File: src/rtl/core/pcc_pkg.sv
// pcc_pkg: shared types and constants of the pcm channel converter
// item structs, config struct, sequencer states and register indexes; no dependencies

package pcc_pkg;

  localparam int unsigned MaxChannelsDef = 8;
  localparam int unsigned SampleW        = 16;
  localparam int unsigned CfgRegW        = 4;
  localparam int unsigned ApbAddrW       = 3;
  localparam int unsigned ApbDataW       = 32;

  localparam logic RegInChannels  = 1'b0;
  localparam logic RegOutChannels = 1'b1;

  typedef struct packed {
    logic signed [SampleW-1:0] sample;
    logic                      stream_end;
  } in_item_t;

  typedef struct packed {
    logic signed [SampleW-1:0] sample_out;
    logic                      last_of_run;
  } out_item_t;

  typedef struct packed {
    logic [CfgRegW-1:0] in_channels;
    logic [CfgRegW-1:0] out_channels;
  } cfg_t;

  typedef enum logic [1:0] {
    ST_IDLE,
    ST_DIV,
    ST_ONE,
    ST_COPY
  } pcc_state_e;

endpackage

File: src/rtl/core/pcc_apb_regs.sv
// pcc_apb_regs: apb configuration registers (in_channels, out_channels)
// depends on pcc_pkg

module pcc_apb_regs (
  input  logic                            clk_i,
  input  logic                            rst_ni,
  input  logic                            psel,
  input  logic                            penable,
  input  logic                            pwrite,
  input  logic [pcc_pkg::ApbAddrW-1:0]    paddr,
  input  logic [pcc_pkg::ApbDataW-1:0]    pwdata,
  output logic [pcc_pkg::ApbDataW-1:0]    prdata,
  output logic                            pready,
  output pcc_pkg::cfg_t                   cfg_o
);
  import pcc_pkg::*;

  cfg_t cfg_q, cfg_d;
  logic wr_en;

  assign pready = 1'b1;
  assign wr_en  = psel & penable & pwrite & pready;

  always_comb begin
    cfg_d = cfg_q;
    if (wr_en) begin
      if (paddr[2] == RegOutChannels) begin
        cfg_d.out_channels = pwdata[CfgRegW-1:0];
      end else begin
        cfg_d.in_channels = pwdata[CfgRegW-1:0];
      end
    end
  end

  always_ff @(posedge clk_i or negedge rst_ni) begin
    if (!rst_ni) begin
      cfg_q.in_channels  <= CfgRegW'(1);
      cfg_q.out_channels <= CfgRegW'(1);
    end else begin
      cfg_q <= cfg_d;
    end
  end

  always_comb begin
    if (paddr[2] == RegOutChannels) begin
      prdata = {{(ApbDataW-CfgRegW){1'b0}}, cfg_q.out_channels};
    end else begin
      prdata = {{(ApbDataW-CfgRegW){1'b0}}, cfg_q.in_channels};
    end
  end

  assign cfg_o = cfg_q;

endmodule

File: src/rtl/core/pcc_divider.sv
// pcc_divider: bit-serial signed divide of the frame sum by the channel count
// one quotient bit per cycle, truncates toward zero; depends on pcc_pkg

module pcc_divider #(
  parameter int unsigned MAX_CHANNELS = pcc_pkg::MaxChannelsDef
) (
  input  logic                                                      clk_i,
  input  logic                                                      rst_ni,
  input  logic                                                      start_i,
  input  logic signed [pcc_pkg::SampleW+$clog2(MAX_CHANNELS)-1:0]   dividend_i,
  input  logic [$clog2(MAX_CHANNELS+1)-1:0]                         divisor_i,
  output logic                                                      done_o,
  output logic signed [pcc_pkg::SampleW-1:0]                        quotient_o
);
  import pcc_pkg::*;

  localparam int unsigned SumW  = SampleW + $clog2(MAX_CHANNELS);
  localparam int unsigned CntW  = $clog2(MAX_CHANNELS + 1);
  localparam int unsigned StepW = $clog2(SumW);

  logic             busy_q, busy_d;
  logic             done_q, done_d;
  logic [StepW-1:0] step_q, step_d;
  logic             neg_q, neg_d;
  logic [SumW-1:0]  dvd_q, dvd_d;
  logic [CntW-1:0]  rem_q, rem_d;
  logic [CntW-1:0]  dvs_q, dvs_d;

  logic [SumW-1:0]  mag;
  logic [CntW:0]    trial;
  logic [CntW:0]    diff;
  logic             ge;
  logic [SumW-1:0]  quo_signed;

  assign mag   = dividend_i[SumW-1] ? (~dividend_i + SumW'(1)) : dividend_i;
  assign trial = {rem_q, dvd_q[SumW-1]};
  assign ge    = trial >= {1'b0, dvs_q};
  assign diff  = trial - {1'b0, dvs_q};

  always_comb begin
    busy_d = busy_q;
    done_d = 1'b0;
    step_d = step_q;
    neg_d  = neg_q;
    dvd_d  = dvd_q;
    rem_d  = rem_q;
    dvs_d  = dvs_q;
    if (start_i) begin
      busy_d = 1'b1;
      step_d = StepW'(SumW - 1);
      neg_d  = dividend_i[SumW-1];
      dvd_d  = mag;
      rem_d  = '0;
      dvs_d  = divisor_i;
    end else if (busy_q) begin
      dvd_d  = {dvd_q[SumW-2:0], ge};
      rem_d  = ge ? diff[CntW-1:0] : trial[CntW-1:0];
      step_d = step_q - StepW'(1);
      if (step_q == '0) begin
        busy_d = 1'b0;
        done_d = 1'b1;
      end
    end
  end

  always_ff @(posedge clk_i or negedge rst_ni) begin
    if (!rst_ni) begin
      busy_q <= 1'b0;
      done_q <= 1'b0;
      step_q <= '0;
    end else begin
      busy_q <= busy_d;
      done_q <= done_d;
      step_q <= step_d;
    end
  end

  always_ff @(posedge clk_i) begin
    neg_q <= neg_d;
    dvd_q <= dvd_d;
    rem_q <= rem_d;
    dvs_q <= dvs_d;
  end

  assign quo_signed = neg_q ? (~dvd_q + SumW'(1)) : dvd_q;
  assign quotient_o = quo_signed[SampleW-1:0];
  assign done_o     = done_q;

endmodule

File: src/rtl/core/pcm_channel_converter.sv
// pcm_channel_converter: top level, frame tracking, result sequencer and output register
// depends on pcc_pkg, pcc_apb_regs, pcc_divider

// Interleaved 16-bit PCM samples enter one item at a time and are grouped into frames of
// in_channels samples; frames of out_channels samples leave. Equal counts pass each sample
// through, one output channel gives the frame average truncated toward zero, otherwise
// output channel c copies input channel min(c, in_channels-1). stream_end drops a partial
// frame. An item is taken while the sequencer is idle, and the block is then busy until its
// last result is loaded into the output register: an item with no result leaves it idle,
// a pass-through loads one result, a frame copy reads one frame store entry per cycle
// while the output is not stalled, and an average first waits for the bit-serial divider.
// A stalled output holds the block busy longer. Channel registers of 0 act as 1 and
// values above MAX_CHANNELS act as MAX_CHANNELS.

module pcm_channel_converter #(
  parameter int unsigned MAX_CHANNELS = pcc_pkg::MaxChannelsDef
) (
  input  logic                          clk_i,
  input  logic                          rst_ni,
  input  logic                          in_valid_i,
  output logic                          in_ready_o,
  input  pcc_pkg::in_item_t             in_item_i,
  output logic                          out_valid_o,
  input  logic                          out_ready_i,
  output pcc_pkg::out_item_t            out_item_o,
  input  logic                          psel,
  input  logic                          penable,
  input  logic                          pwrite,
  input  logic [pcc_pkg::ApbAddrW-1:0]  paddr,
  input  logic [pcc_pkg::ApbDataW-1:0]  pwdata,
  output logic [pcc_pkg::ApbDataW-1:0]  prdata,
  output logic                          pready
);
  import pcc_pkg::*;

  localparam int unsigned SumW = SampleW + $clog2(MAX_CHANNELS);
  localparam int unsigned CntW = $clog2(MAX_CHANNELS + 1);
  localparam int unsigned PosW = $clog2(MAX_CHANNELS);

  cfg_t cfg;

  pcc_apb_regs u_regs (
    .clk_i   (clk_i),
    .rst_ni  (rst_ni),
    .psel    (psel),
    .penable (penable),
    .pwrite  (pwrite),
    .paddr   (paddr),
    .pwdata  (pwdata),
    .prdata  (prdata),
    .pready  (pready),
    .cfg_o   (cfg)
  );

  // effective channel counts
  logic [CntW-1:0] nin, nout;

  function automatic logic [CntW-1:0] eff_count(input logic [CfgRegW-1:0] r);
    logic [CfgRegW:0] ext;
    logic [CfgRegW:0] lim;
    logic [CfgRegW:0] v;
    ext = {1'b0, r};
    lim = (CfgRegW+1)'(MAX_CHANNELS);
    if (ext == '0) begin
      v = (CfgRegW+1)'(1);
    end else if (ext > lim) begin
      v = lim;
    end else begin
      v = ext;
    end
    return v[CntW-1:0];
  endfunction

  assign nin  = eff_count(cfg.in_channels);
  assign nout = eff_count(cfg.out_channels);

  pcc_state_e state_q, state_d;

  logic [SampleW-1:0]      store_q [MAX_CHANNELS];
  logic signed [SumW-1:0]  sum_q, sum_d;
  logic [PosW-1:0]         pos_q, pos_d;
  logic [PosW-1:0]         chan_q, chan_d;
  logic [SampleW-1:0]      one_val_q, one_val_d;
  logic                    out_valid_q, out_valid_d;
  out_item_t               out_item_q, out_item_d;

  logic                    accept;
  logic                    slot_free;
  logic                    load_out;
  logic                    div_start;
  logic                    div_done;
  logic signed [SampleW-1:0] div_quot;
  logic [CntW-1:0]         pos_inc;
  logic                    frame_done;
  logic signed [SumW-1:0]  sum_new;
  logic [PosW-1:0]         src;
  logic                    copy_last;

  assign accept     = in_valid_i & in_ready_o;
  assign slot_free  = ~out_valid_q | out_ready_i;
  assign pos_inc    = CntW'(pos_q) + CntW'(1);
  assign frame_done = pos_inc >= nin;
  assign sum_new    = sum_q + {{(SumW-SampleW){in_item_i.sample[SampleW-1]}}, in_item_i.sample};
  assign src        = (CntW'(chan_q) < nin) ? chan_q : PosW'(nin - CntW'(1));
  assign copy_last  = (CntW'(chan_q) + CntW'(1)) == nout;

  pcc_divider #(
    .MAX_CHANNELS (MAX_CHANNELS)
  ) u_div (
    .clk_i      (clk_i),
    .rst_ni     (rst_ni),
    .start_i    (div_start),
    .dividend_i (sum_new),
    .divisor_i  (nin),
    .done_o     (div_done),
    .quotient_o (div_quot)
  );

  // next state
  always_comb begin
    state_d = state_q;
    case (state_q)
      ST_IDLE: begin
        if (in_valid_i) begin
          if (nin == nout) begin
            state_d = ST_ONE;
          end else if (frame_done) begin
            state_d = (nout == CntW'(1)) ? ST_DIV : ST_COPY;
          end
        end
      end
      ST_DIV: begin
        if (div_done) begin
          state_d = ST_ONE;
        end
      end
      ST_ONE: begin
        if (slot_free) begin
          state_d = ST_IDLE;
        end
      end
      ST_COPY: begin
        if (slot_free && copy_last) begin
          state_d = ST_IDLE;
        end
      end
      default: state_d = ST_IDLE;
    endcase
  end

  // sequencer outputs
  always_comb begin
    in_ready_o = 1'b0;
    load_out   = 1'b0;
    div_start  = 1'b0;
    out_item_d = out_item_q;
    case (state_q)
      ST_IDLE: begin
        in_ready_o = 1'b1;
        div_start  = in_valid_i && (nin != nout) && frame_done && (nout == CntW'(1));
      end
      ST_DIV: begin
      end
      ST_ONE: begin
        load_out = slot_free;
        if (slot_free) begin
          out_item_d.sample_out  = one_val_q;
          out_item_d.last_of_run = 1'b1;
        end
      end
      ST_COPY: begin
        load_out = slot_free;
        if (slot_free) begin
          out_item_d.sample_out  = store_q[src];
          out_item_d.last_of_run = copy_last;
        end
      end
      default: begin
      end
    endcase
  end

  // frame tracking and result data
  always_comb begin
    sum_d     = sum_q;
    pos_d     = pos_q;
    chan_d    = chan_q;
    one_val_d = one_val_q;
    if (accept) begin
      one_val_d = in_item_i.sample;
      chan_d    = '0;
      if (frame_done || in_item_i.stream_end) begin
        sum_d = '0;
        pos_d = '0;
      end else begin
        sum_d = sum_new;
        pos_d = pos_inc[PosW-1:0];
      end
    end else if (state_q == ST_DIV && div_done) begin
      one_val_d = div_quot;
    end else if (state_q == ST_COPY && load_out) begin
      chan_d = chan_q + PosW'(1);
    end
  end

  always_comb begin
    out_valid_d = out_valid_q;
    if (load_out) begin
      out_valid_d = 1'b1;
    end else if (out_ready_i) begin
      out_valid_d = 1'b0;
    end
  end

  always_ff @(posedge clk_i or negedge rst_ni) begin
    if (!rst_ni) begin
      state_q     <= ST_IDLE;
      sum_q       <= '0;
      pos_q       <= '0;
      chan_q      <= '0;
      out_valid_q <= 1'b0;
    end else begin
      state_q     <= state_d;
      sum_q       <= sum_d;
      pos_q       <= pos_d;
      chan_q      <= chan_d;
      out_valid_q <= out_valid_d;
    end
  end

  always_ff @(posedge clk_i) begin
    one_val_q  <= one_val_d;
    out_item_q <= out_item_d;
    if (accept) begin
      store_q[pos_q] <= in_item_i.sample;
    end
  end

  assign out_valid_o = out_valid_q;
  assign out_item_o  = out_item_q;

`ifndef SYNTHESIS
  a_div_done_in_div: assert property (@(posedge clk_i) disable iff (!rst_ni)
    div_done |-> state_q == ST_DIV)
    else $error("divider finished outside the divide state");

  a_copy_in_range: assert property (@(posedge clk_i) disable iff (!rst_ni)
    state_q == ST_COPY |-> CntW'(chan_q) < nout)
    else $error("copy channel beyond out_channels");

  a_pass_goes_one: assert property (@(posedge clk_i) disable iff (!rst_ni)
    accept && (nin == nout) |=> state_q == ST_ONE)
    else $error("equal counts item did not go to single result");

  a_pos_in_store: assert property (@(posedge clk_i) disable iff (!rst_ni)
    CntW'(pos_q) < CntW'(MAX_CHANNELS))
    else $error("frame position beyond frame store");

  a_avg_starts_div: assert property (@(posedge clk_i) disable iff (!rst_ni)
    div_start |=> state_q == ST_DIV)
    else $error("average item did not enter divide state");
`endif

endmodule

File: config.mk
export PLATFORM = sky130hd
export DESIGN_NAME = pcm_channel_converter
export DESIGN_NICKNAME = d
export VERILOG_FILES = /design/src/rtl/core/pcc_pkg.sv /design/src/rtl/core/pcc_apb_regs.sv /design/src/rtl/core/pcc_divider.sv /design/src/rtl/core/pcm_channel_converter.sv
export SDC_FILE = /design/constraint.sdc
export NUM_CORES = 1
export LEC_CHECK = 0
export BUFFER_PORTS_ARGS = -buffer_cell sky130_fd_sc_hd__buf_2
export CAP_MARGIN = 0
export CORE_UTILIZATION = 45
export CTS_CLUSTER_DIAMETER = 150
export DETAILED_ROUTE_END_ITERATION = 8
export HOLD_SLACK_MARGIN = 0.05
export PLACE_DENSITY = 0.7
export SYNTH_ARGS = -nofsm -noshare
export SYNTH_HDL_FRONTEND = slang
export SYNTH_SLANG_ARGS = --single-unit
File: constraint.sdc
create_clock -name clk_i -period 3.4 [get_ports clk_i]
set_input_delay 0.68 -clock clk_i [delete_from_list [all_inputs] [get_ports clk_i]]
set_output_delay 0.68 -clock clk_i [all_outputs]
set_load 0.01 [all_outputs]
# Yosys cells after proc, flatten, opt, wreduce, memory -nomap -nowiden
# Memory sizes are Yosys's and may differ from the RTL's.
# Index checks and enable logic that the tools add are counted.
# totals
register_bits	104
memories	1
ram_bits	128
out_inout_bits	52
word_cells	120
# classes
n_lt_le_gt_ge	5
n_reduce_logical	22
bitwise_logic	8
n_addsub	9
eq_ne	14
mux	44
# mem_list
memory	words	width	read_ports	rd_ports_with_merged_regs	write_ports	line_no	text
store_q	8	16	1	0	1	pcm_channel_converter.sv:79	logic [SampleW-1:0] store_q [MAX_CHANNELS];
# ops
op	n
$mux 19	4
$mux 16	3
$mux 17	2
$pmux 17 s2	1
$mux 4	6
$add 19x19->19	1
$add 19x2->19 const B	1
$not 19->19	1
$add 16x1->16 const B	1
$not 16->16	1
$mux 3	5
$mux 2	7
$mux 1	13
$mux 5	2
$ne 2x2->1 const B	5
$reduce_bool 2->1	5
$add 3x1->4 const B	2
$eq 4x4->1	2
$gt 4x4->1 const B	2
$logic_not 4->1	2
$pmux 2 s4	1
$logic_and 1x1->1	6
$reduce_and 2->1	3
$ge 5x4->1	1
other kinds (21)	25

# Longest topological paths before layout
# Gate-level depths: netlist (run 1).
# depth
depth_word	9
ltp_mapped	14
mapped_depth_nobuf	11

# Hierarchy
# A second synthesis (run 1) with hierarchy kept.
# unflattened
hier_cells	899
hier_area_um2	11721.2
# modules_own_cells
module	instances	area_per_inst_um2	cells_each
pcm_channel_converter	1	8725.9	595
pcc_divider	1	2396.0	251
pcc_apb_regs	1	599.3	53

# Least setup slack after synthesis (run 1)
# Ideal clock, no wire load.
# synth_timing
kind	input to register
startpoint	input in_item_i[1] (netlist name)
endpoint	register u_div.dvd_q[16] (data pin)
t_required_ps	3137
n_path_buf	0
cell_stages	11
path_slack_ps	-290
t_arrival_ps	3427
path_cell_list	ha_1 -> fa_1 -> a211oi_2 -> o21ai_1 -> a2111oi_0 -> nor3_1 -> xor2_1 -> or4_4 -> o31ai_1 -> xor2_1 -> o21ai_1
# synth_between
elab_chain_cells	5
# synth_lines
item	line_no	text
from (decl)	pcm_channel_converter.sv:22	input pcc_pkg::in_item_t in_item_i,
$add 19x19->19 *	pcm_channel_converter.sv:103	assign sum_new = sum_q + {{(SumW-SampleW){in_item_i.sample[SampleW-1]}}, in_item_i.sample};
$not 19->19	pcc_divider.sv:35	assign mag = dividend_i[SumW-1] ? (~dividend_i + SumW'(1)) : dividend_i;
$add 19x2->19	pcc_divider.sv:35	
$mux 19 *	pcc_divider.sv:35	
$mux 19 *	pcc_divider.sv:48	if (start_i) begin
net u_div.dvd_d[16]	pcc_divider.sv:25	logic [SumW-1:0] dvd_q, dvd_d;
to (signal assigned)	pcc_divider.sv:80	dvd_q <= dvd_d;
to (decl)	pcc_divider.sv:25	
# Mark *: on every way through the listed nets, which the timed path passes. The rest lies on a longest branch.
# A chain may end at the register's enable or synchronous reset.

# Final worst setup path (run 1)
# layout_timing
startpoint	register sum_q[0]
endpoint	register u_div.dvd_q[17] (data pin)
# layout_between
elab_chain_cells	5
# layout_lines
item	line_no	text
from (decl)	pcm_channel_converter.sv:80	logic signed [SumW-1:0] sum_q, sum_d;
from (signal assigned)	pcm_channel_converter.sv:224	sum_q <= sum_d;
$add 19x19->19 *	pcm_channel_converter.sv:103	
$not 19->19	pcc_divider.sv:35	
$add 19x2->19	pcc_divider.sv:35	
$mux 19 *	pcc_divider.sv:35	
$mux 19 *	pcc_divider.sv:48	
net u_div.dvd_d[17]	pcc_divider.sv:25	
# Marks and branches as above.

==> results.cfg, run 1 <==
[power_and_ir_drop]
vdd_drop_max_uv = 370
power.total_mw = 11.0
power.net_switching_mw = 3.80
p_leak_nw = 5.25
pwr-share-comb = 0.380
p_sw_frac = 0.345
power.internal_mw = 7.21
pwr_density_cell_nw_per_um2 = 811
power_frac_clock = 0.234
seqPwrFrac = 0.386

[logic_synthesis]
async_flop_share = 0.185
synthFlopType = edfxtp_1
synth_area_leader_cell = edfxtp_1
netlist_area_um2 = 11700
synth.area.top_cells = edfxtp_1 48%, dfrtp_1 8.8%, mux2_2 4.3%, nand2_1 4.2%, ha_1 3.7%
synth.distinct_cells = 73
yosysWarnings = 0
synth_top_cell_area_share = 0.475
synth_edf_count = 185
syn_inst = 976
synth_seq_area_share = 0.575
synth_seq_cells = 232
syn_area_per_cell_um2 = 12.0

[global_routing]
grt_pass1_vias = 7540
grt_start_max_net_pins = 65
track_usage = 0.192
grt_pass1_wl_mm = 39.9
antenna_found_initial = 0
grt.overflow.total = 0

[worst_setup_path]
critPathLaunchType = flop
required_ps = 3660
crit_chain = ha_4, fa_2, a211oi_4, o21ai_4, a221o_1, a21oi_4, xnor2_4, or4_4, o41ai_4, xnor2_1, o21ai_1
max_stage_delay_ps = 540
cp_max_fo = 4
crit_type = flop to flop
arrival_ps = 3560
cp_slowest_cell = or4_4
cp-end-kind = flop

[final_layout]
final_area_um2 = 13600
fillers = 2151
antenna_cells = 0
drive_gt1_frac = 0.223
seq_area_um2 = 6710
area_growth_syn_to_layout_pct = 16.2
final_cells = 1428
finalCoreUtilization = 0.536
nets = 1176
multi_input_area_um2 = 4720

[timing]
finalCritPeriodShare = 0.971
fin_worst_skew_ps = 10.1
slew_headroom = 0.293
fin_crit_ps = 3300
drv_slew = 0
whs_ps = 370
max_freq_mhz = 303
rsz0062_at_grt = true
finalHoldViolations = 0
setup_viol = 0
worstMarginPinSlew_ps = 1060

[clock_network]
cts-buffers-inserted = 24
postCtsHoldBufs = 0
root_buffer = clkbuf_16
clk_latency_ps = 500
cts_tree = done
ctsHtreeMaxLevel = 1
cts_buffer_depth = 3
cts.clk_slew.worst_paths_ps = 60
clock-sinks = 232

[placement]
routabilityCongestion = 0.841
io_buffer_count = 51
dp.cells = 1383
dpl_cell_area_um2 = 12700
dpl.hpwl_mm = 16.8

[flow_run]
cap_violations = 0

[route]
wirelength_mm = 25.1
vias_per_cell = 5.36
drc_errors = 0
dr.pass1.iters = 7
antenna_left = 0
routedWlPerCell_um = 17.6
drt_iter0_markers = 460
vias = 7653

[run_status]
status = finished clean

[floorplanning]
ios = 111
initial_core_util = 0.461
dieArea_um2 = 26600
core-area_um2 = 25300
die_h_um = 163
rows = 58
die_w_um = 163

[worst_hold_path]
hp-class = input port to asynchronous set/reset pin
==> cell type report <==
| cell class | count | share of cell area |
|---|---|---|
| repair buffers | 127 | 0.0645 |
| inverters | 23 | 0.00636 |
| multi-input cells | 672 | 0.347 |
| well taps | 330 | 0.0304 |
| clock buffers | 33 | 0.0490 |
| flip-flops and latches | 232 | 0.494 |
| clock inverters | 11 | 0.00829 |
==> Yosys cell counts (3+ instances only) <==
cell      instances
edfxtp_1        185
nand2_1         131
o21ai_0          66
mux2_2           45
nor2_1           43
dfrtp_1          41
clkbuf_1         38
mux2i_1          38
xor2_1           38
ha_1             35
o211ai_1         34
buf_4            31
nand3_1          26
a21oi_1          23
inv_1            22
xnor2_1          19
nor3_1           15
a22o_1           14
nor2b_1          10
o21ai_1           9
o31ai_1           9
nand2b_1          8
a21o_1            7
nor3b_1           6
o21a_1            5
and3_1            4
dfxtp_1           4
nor4_1            4
or4_1             4
a31oi_1           3
and2_1            3
buf_1             3
nand4_1           3
nor4b_1           3
==> flip-flops by register name (all words and copies together) (netlist names) <==
name          count
chan_q            3
one_val_q        16
out_item_o       17
out_valid_o       1
pos_q             3
state_q           2
store_q         128
sum_q            19
u_div.busy_q      1
u_div.done_o      1
u_div.dvd_q      19
u_div.dvs_q       4
u_div.neg_q       1
u_div.rem_q       4
u_div.step_q      5
u_regs.cfg_o      8
==> power groups by stage <==
| stage | registers [mW] | clock network [mW] | logic, mW |
|---|---|---|---|
| 2_1_floorplan | 4.16 | 0 | 2.94 |
| 3_3_place_gp | 4.27 | 0 | 4.04 |
| 3_5_place_dp | 4.30 | 0 | 4.12 |
| 4_1_cts | 4.25 | 2.63 | 4.18 |
| 5_1_grt | 4.33 | 2.73 | 4.65 |
| 6_report | 4.25 | 2.58 | 4.18 |
==> path summary, 6_finish.rpt <==
| check | start | endpoint | slack (ps) | cells after the start |
|---|---|---|---|---|
| worst max-delay path | sum_q[0] | u_div.dvd_q[17] | 100 | 11 |
| worst min-delay path | rst_ni | u_regs.cfg_o[5] | 370 | 1 |
| worst max register to register | sum_q[0] | u_div.dvd_q[17] | 100 | 11 |
| worst min register to register | u_div.rem_q[3] | u_div.rem_q[3] | 450 | 2 |
| max in group asynchronous | rst_ni | sum_q[12] | 2370 | 1 |
| min in group clk_i | pwdata[3] | u_regs.cfg_o[7] | 420 | 2 |
==> worst max-delay path, delay by kind of cell (launching register included) <==
| family | cells | cell delay (ps) |
|---|---|---|
| AND/OR/NAND/NOR | 1 | 540 |
| AO/OA/AOI/OAI | 6 | 1340 |
| adder cells (fa/ha/maj) | 2 | 540 |
| flip-flops | 1 | 410 |
| XOR/XNOR | 2 | 240 |
==> per-stage QoR <==
step / setup TNS (ps) / setup WS [ps]
final: 0 / 98.9
after global routing: -80.5 / -62.3
after CTS: 0 / 46.3
after detailed placement: -3920 / -443
after global placement: -2900 / -386
after floorplan: -257 / -112
==> cell usage in the layout (no fill, tap or decap), drive strengths merged, types with 3 or more instances in the layout <==
| cell | synthesis | final |
|---|---|---|
| xor2 | 38 | 38 |
| o31ai | 9 | 9 |
| nor3b | 7 | 7 |
| or4 | 5 | 5 |
| nand2 | 131 | 131 |
| and2 | 3 | 3 |
| a211oi | 3 | 3 |
| edfxtp | 185 | 185 |
| buf | 36 | 127 |
| nand4 | 3 | 3 |
| clkbuf | 39 | 33 |
| a21o | 8 | 8 |
| nor2b | 11 | 11 |
| a31oi | 3 | 3 |
| nor2 | 43 | 43 |
| inv | 22 | 24 |
| nor4 | 4 | 4 |
| nand2b | 8 | 8 |
| dfrtp | 41 | 41 |
| xnor2 | 20 | 20 |
| mux2i | 38 | 38 |
| o211ai | 34 | 34 |
| nand3 | 26 | 26 |
| nor3 | 15 | 15 |
| a22o | 15 | 15 |
| a21oi | 25 | 25 |
| and3 | 5 | 5 |
| dfxtp | 4 | 4 |
| nor4b | 3 | 3 |
| or3 | 3 | 3 |
| o21ai | 76 | 76 |
| ha | 35 | 35 |
| clkinv | 1 | 7 |
| conb | 2 | 29 |
| o21a | 5 | 5 |
| mux2 | 45 | 45 |
==> metal layers <==
| layer | up-vias | wire (um) | GRT usage |
|---|---|---|---|
| li1 | 3725 | - | - |
| met2 | 159 | 12200 | 0.335 |
| met4 | 0 | 398 | 0.0442 |
| met1 | 3736 | 11500 | 0.257 |
| met3 | 33 | 1000 | 0.0206 |
| met5 | - | 0 | 0 |
==> cells by family (layout without fill, tap and decap cells) <==
group / count (synthesis) / after routing / share of synthesized area
AO/OA/AOI/OAI: 192 / 192 / 0.110
XOR/XNOR: 58 / 58 / 0.0451
adder cells (fa/ha/maj): 37 / 37 / 0.0409
buffers and inverters: 99 / 194 / 0.0438
flip-flops: 232 / 232 / 0.575
multiplexers: 83 / 83 / 0.0759
other: 2 / 29 / 0.000643
AND/OR/NAND/NOR: 273 / 273 / 0.110
==> what timing repair did <==
action | CTS | global route
setup endpoints to repair | 2 | 4
pin swaps | 1 | 3
resized for setup | 2 | 4
setup buffers | 0 | 1
(Power assumes the default switching activity.)
==> run 2: changes to the inputs <==
Settings changed: BUFFER_PORTS_ARGS -buffer_cell sky130_fd_sc_hd__buf_2 to default, CAP_MARGIN 0 to 20, CORE_MARGIN from default to 3, DONT_BUFFER_PORTS from default to 1, PLACE_DENSITY 0.7 to 0.66.
==> run 2 against run 1 <==
Compared with the run above: hold slack lost 110 ps; via count down 3.6%; final area shrank 1.9%; register-to-register slack about the same; global-route usage fell by 2.0 points; core utilization down 1.0 points; combinational power fell by 3%; critical path type unchanged; critical endpoint is now u_div.dvd_q[16]; highest routed layer unchanged.
==> results.cfg, run 2 (same netlist as run 1, synthesis figures left out) <==
[run_status]
status = finished clean

[global_routing]
grt_use_met1 = 0.244
busiest_layer = met2
met2_usage = 0.294
antenna_found_initial = 0
grt_start_max_net_pins = 65
grt_pass1_wl_mm = 39.3
track_usage = 0.173
grt_pass1_vias = 7201
met3_usage = 0.0217
grt.overflow.total = 0

[worst_setup_path]
crit_chain = ha_1, a211oi_4, o21ai_4, a2111oi_4, nor3b_2, or3_4, or4_4, o31ai_4, xor2_1, o21ai_1
max_stage_delay_ps = 540
cp_max_fo = 4
crit_family = compound AO/OA/AOI/OAI gates
crit_type = flop to flop
required_ps = 3660
arrival_ps = 3540
critPathLaunchType = flop
crit_buf_inv = 0
cp-end-kind = flop
cp_slowest_cell = or4_4

[timing]
rsz0062_at_grt = true
fin_crit_ps = 3290
setup_viol = 0
worstMarginPinSlew_ps = 669
fin_worst_skew_ps = 14.0
slew_headroom = 0.553
finalWorstSetupSlack_ps = 113
finalHoldViolations = 0
drv_slew = 0
max_freq_mhz = 304
finalCritPeriodShare = 0.967

[final_layout]
drive_gt1_frac = 0.179
final_common_cell = edfxtp_1
area_growth_syn_to_layout_pct = 14.0
fillers = 2148
largest-register = store_q
final_cells = 1371
seq_area_um2 = 6710
nets = 1119
top_regs = store_q (128), sum_q (19), u_div.dvd_q (19)
antenna_cells = 0
multi_input_area_um2 = 4720
largest_register_ffs = 128
final_cell_mix = 185 x edfxtp_1, 131 x nand2_1, 65 x o21ai_0
finalCoreUtilization = 0.526

[power_and_ir_drop]
vdd_drop_max_uv = 423
p_leak_nw = 5.03
pwr_density_cell_nw_per_um2 = 820
power.total_mw = 10.9

[clock_network]
cts.clk_slew.worst_paths_ps = 60
cts-buffers-inserted = 24
clk_latency_ps = 510
root_buffer = clkbuf_16
clock-sinks = 232
ctsHtreeMaxLevel = 1
cts_tree = done
cts_buffer_depth = 3

[floorplanning]
die_h_um = 167
initial_core_util = 0.461
rows = 58
dieArea_um2 = 27900
die_w_um = 167
core-area_um2 = 25300
ios = 111

[route]
drc_errors = 0
dr.pass1.iters = 6
wirelength_mm = 24.5
drt_iter0_markers = 561
vias_per_cell = 5.38
vias = 7376
antenna_left = 0
routedWlPerCell_um = 17.8

[flow_run]
cap_violations = 0

[worst_hold_path]
hp-class = input port to flop

[placement]
dp.cells = 1324
io_buffer_count = 0
pre_cts_ws_ps = -251
routabilityCongestion = 0.807
dpl.hpwl_mm = 16.3
## run 2: cell count changes in the layout (fill, tap and decap cells not counted), moves of 2 or more
| cell | previous run | this run |
|---|---|---|
| buf_4 | 72 | 64 |
| inv_6 | 2 | 0 |
| clkbuf_8 | 1 | 3 |
| clkinv_1 | 3 | 5 |
| buf_2 | 51 | 0 |
## run 2: layer usage
layer  routed length, um  vias up
met5                   0        -
met4                 317        0
met3                1100       26
met2               11900      146
met1               11200     3581
li1                    -     3623
## run 2: what timing repair did
action,CTS,global route
buffers inserted,0,1
endpoints found under the hold margin,43,0
hold buffers,2,0
endpoints found under the setup margin,1,5
gates resized for setup,1,6
pin swaps,0,5
cloned,0,0
## run 2: through the flow
| step | TNS (ps) | hold slack, ps | instance area, um2 |
|---|---|---|---|
| after global placement | -972 | 387 | 12400 |
| final | 0 | 263 | 13300 |
| after global routing | -11.5 | 246 | 13300 |
| after detailed placement | -1910 | 387 | 12400 |
| after floorplan | -257 | 384 | 11800 |
| after CTS | 0 | 248 | 13300 |
## run 2: power breakdown
group / internal [mW] / leakage (nW) / switching (mW)
logic: 1.83 / 2.37 / 2.24
registers: 3.83 / 2.28 / 0.437
clock network: 1.56 / 0.383 / 1.03
total: 7.22 / 5.03 / 3.71
## run 2: layout make-up
cell class	instances	area share
clock buffer	34	0.0517
sequential	232	0.504
clock inverter	10	0.00733
tap	330	0.0310
timing repair buffer	70	0.0449
inverter	23	0.00648
multi-input combinational	672	0.355
## run 2: worst register-to-register path, delay by kind of cell (launching register included)
kind,cells,cell delay (ps)
AO/OA/AOI/OAI,5,1100
XOR/XNOR,1,170
adder cells (fa/ha/maj),1,320
flip-flops,1,400
AND/OR/NAND/NOR,3,1050
## run 2: path summary, 6_finish.rpt
check	to	startpoint	cells past startpoint	slack [ps]
max in group asynchronous	u_regs.cfg_o[4]	rst_ni	2	2460
worst min-delay path	store_q[5][5]	in_item_i[6]	0	260
worst min register to register	u_div.rem_q[3]	u_div.rem_q[3]	2	460
worst max-delay path	u_div.dvd_q[16]	sum_q[1]	10	110
min in group asynchronous	u_regs.cfg_o[5]	rst_ni	2	670
worst max register to register	u_div.dvd_q[16]	sum_q[1]	10	110
==> run 3: changes to the inputs <==
Settings changed: CORE_UTILIZATION 45 to 55, PLACE_DENSITY 0.66 to 0.77.
==> run 3 against run 2 <==
Compared with the run above: register-to-register slack hardly changed; worst setup slack worse by 15 ps; clock skew is 1.7 ps higher; clock power hardly changed; flip-flop and latch count stayed put; hold slack worse by 3.9 ps; sequential power is 0.9% higher; via count is 2.1% higher; core utilization is 12 points higher; sequential share of layout area is 0.40 points higher; critical path type unchanged; largest power group unchanged.
==> results.cfg, run 3 (same netlist as run 1, synthesis figures left out) <==
[run_status]
status = finished clean

[route]
wirelength_mm = 24.8
drc_errors = 0
vias_per_cell = 5.76
drt_iter0_markers = 476
antenna_left = 0
vias = 7529
routedWlPerCell_um = 19.0
dr.pass1.iters = 6

[flow_run]
cap_violations = 0

[global_routing]
antenna_found_initial = 0
grt.overflow.total = 0
grt_start_max_net_pins = 65
grt_pass1_wl_mm = 39.3
track_usage = 0.218
grt_pass1_vias = 7390

[final_layout]
nets = 1115
area_growth_syn_to_layout_pct = 13.1
final_common_cell = edfxtp_1
final_cell_mix = 185 x edfxtp_1, 131 x nand2_1, 65 x o21ai_0
largest-register = store_q
top_regs = store_q (128), sum_q (19), u_div.dvd_q (19)
drive_gt1_frac = 0.181
seq_area_um2 = 6710
largest_register_ffs = 128
multi_input_area_um2 = 4710
fillers = 1550
final_cells = 1307
antenna_cells = 0

[clock_network]
cts-buffers-inserted = 24
clk_latency_ps = 510
root_buffer = clkbuf_16
clock-sinks = 232
cts.clk_slew.worst_paths_ps = 60
cts_buffer_depth = 3
cts_tree = done
ctsHtreeMaxLevel = 1

[power_and_ir_drop]
pwr-share-comb = 0.365
power.total_mw = 10.9
seqPwrFrac = 0.395
p_leak_nw = 5.01
p_sw_frac = 0.343
pwr_density_cell_nw_per_um2 = 827
power.internal_mw = 7.18
power.net_switching_mw = 3.75
power_frac_clock = 0.240
vdd_drop_max_uv = 389

[floorplanning]
die_h_um = 152
die_w_um = 152
initial_core_util = 0.568
core-area_um2 = 20600
rows = 52
dieArea_um2 = 23000
ios = 111

[placement]
routabilityCongestion = 0.833
dpl.hpwl_mm = 16.6
pre_cts_ws_ps = -212
io_buffer_count = 0
dp.cells = 1260

[worst_setup_path]
cp-end-kind = flop
r2r_start = sum_q[0]
crit_type = flop to flop
critPathLaunchType = flop
cp-startpoint = sum_q[0]
cp_max_fo = 4
arrival_ps = 3550
required_ps = 3650

[timing]
rsz0062_at_grt = true
finalCritPeriodShare = 0.971
setup_viol = 0
slew_headroom = 0.588
drv_slew = 0
fin_crit_ps = 3300
max_freq_mhz = 303
fin_worst_skew_ps = 15.7
finalWorstSetupSlack_ps = 98.8
finalHoldViolations = 0
worstMarginPinSlew_ps = 616

[worst_hold_path]
min_from = in_item_i[4]
hp-class = input port to flop
## run 3: cell count changes in the layout (fill, tap and decap cells not counted), moves of 2 or more
cell,previous run,this run
clkinv_4,0,2
clkinvlp_4,1,3
buf_4,64,60
clkinv_1,5,3
clkbuf_1,6,2
clkinv_2,3,5
## run 3: what timing repair did
item,CTS,global route
hold buffers,2,0
buffers inserted,0,1
resized for setup,0,7
endpoints found under the hold margin,43,0
setup endpoints to repair,0,6
## run 3: worst max-delay path, stage by stage (launching register included)
cell and delay, ps:
dfrtp_1 420, ha_4 180, fa_2 370, a211oi_4 290, o21ai_4 110, a221o_1 360
a21oi_4 190, xnor2_4 80, or4_4 570, o31ai_4 240, xor2_1 160, o21ai_1 70
## run 3: per-stage QoR
stage	setup TNS (ps)	instance area [um2]	util	hold slack [ps]
after floorplan	-257	11800	-	384
after global placement	-558	12300	0.599	386
after detailed placement	-660	12300	0.599	386
after CTS	0	13200	0.640	241
after global routing	-52.6	13200	0.643	239
final	0	13200	0.643	259
## run 3: per-layer routing
metal	routed length, um	share of wire	GRT usage	vias to the layer above
li1	-	-	-	3601
met3	1300	0.052	0.0339	40
met2	12300	0.50	0.375	191
met1	10700	0.43	0.289	3697
met4	514	0.021	0.0593	0
met5	0	0	0	-
## run 3: worst paths after layout
kind                       slack, ps               to  cells past startpoint
max in group asynchronous       2470  u_regs.cfg_o[4]                      2
min reg2reg                      470   u_div.rem_q[3]                      2
min in group asynchronous        670  u_regs.cfg_o[5]                      2
max                              100  u_div.dvd_q[16]                     11
min                              260    store_q[6][3]                      0
max reg2reg                      100  u_div.dvd_q[16]                     11
## run 3: power groups by stage
stage	Combinational, mW	Clock, mW	Sequential (mW)
after floorplan	2.94	0	4.16
after global placement	3.79	0	4.32
after detailed placement	3.92	0	4.35
after CTS	3.96	2.67	4.30
after global routing	4.46	2.77	4.38
final	3.99	2.62	4.31
## run 3: layout make-up
cell class / count / area share
Sequential cell: 232 / 0.508
Inverter: 23 / 0.00653
Clock buffer: 30 / 0.0510
Timing Repair Buffer: 66 / 0.0423
Multi-Input combinational cell: 672 / 0.357
Tap cell: 270 / 0.0256
Clock inverter: 14 / 0.0100
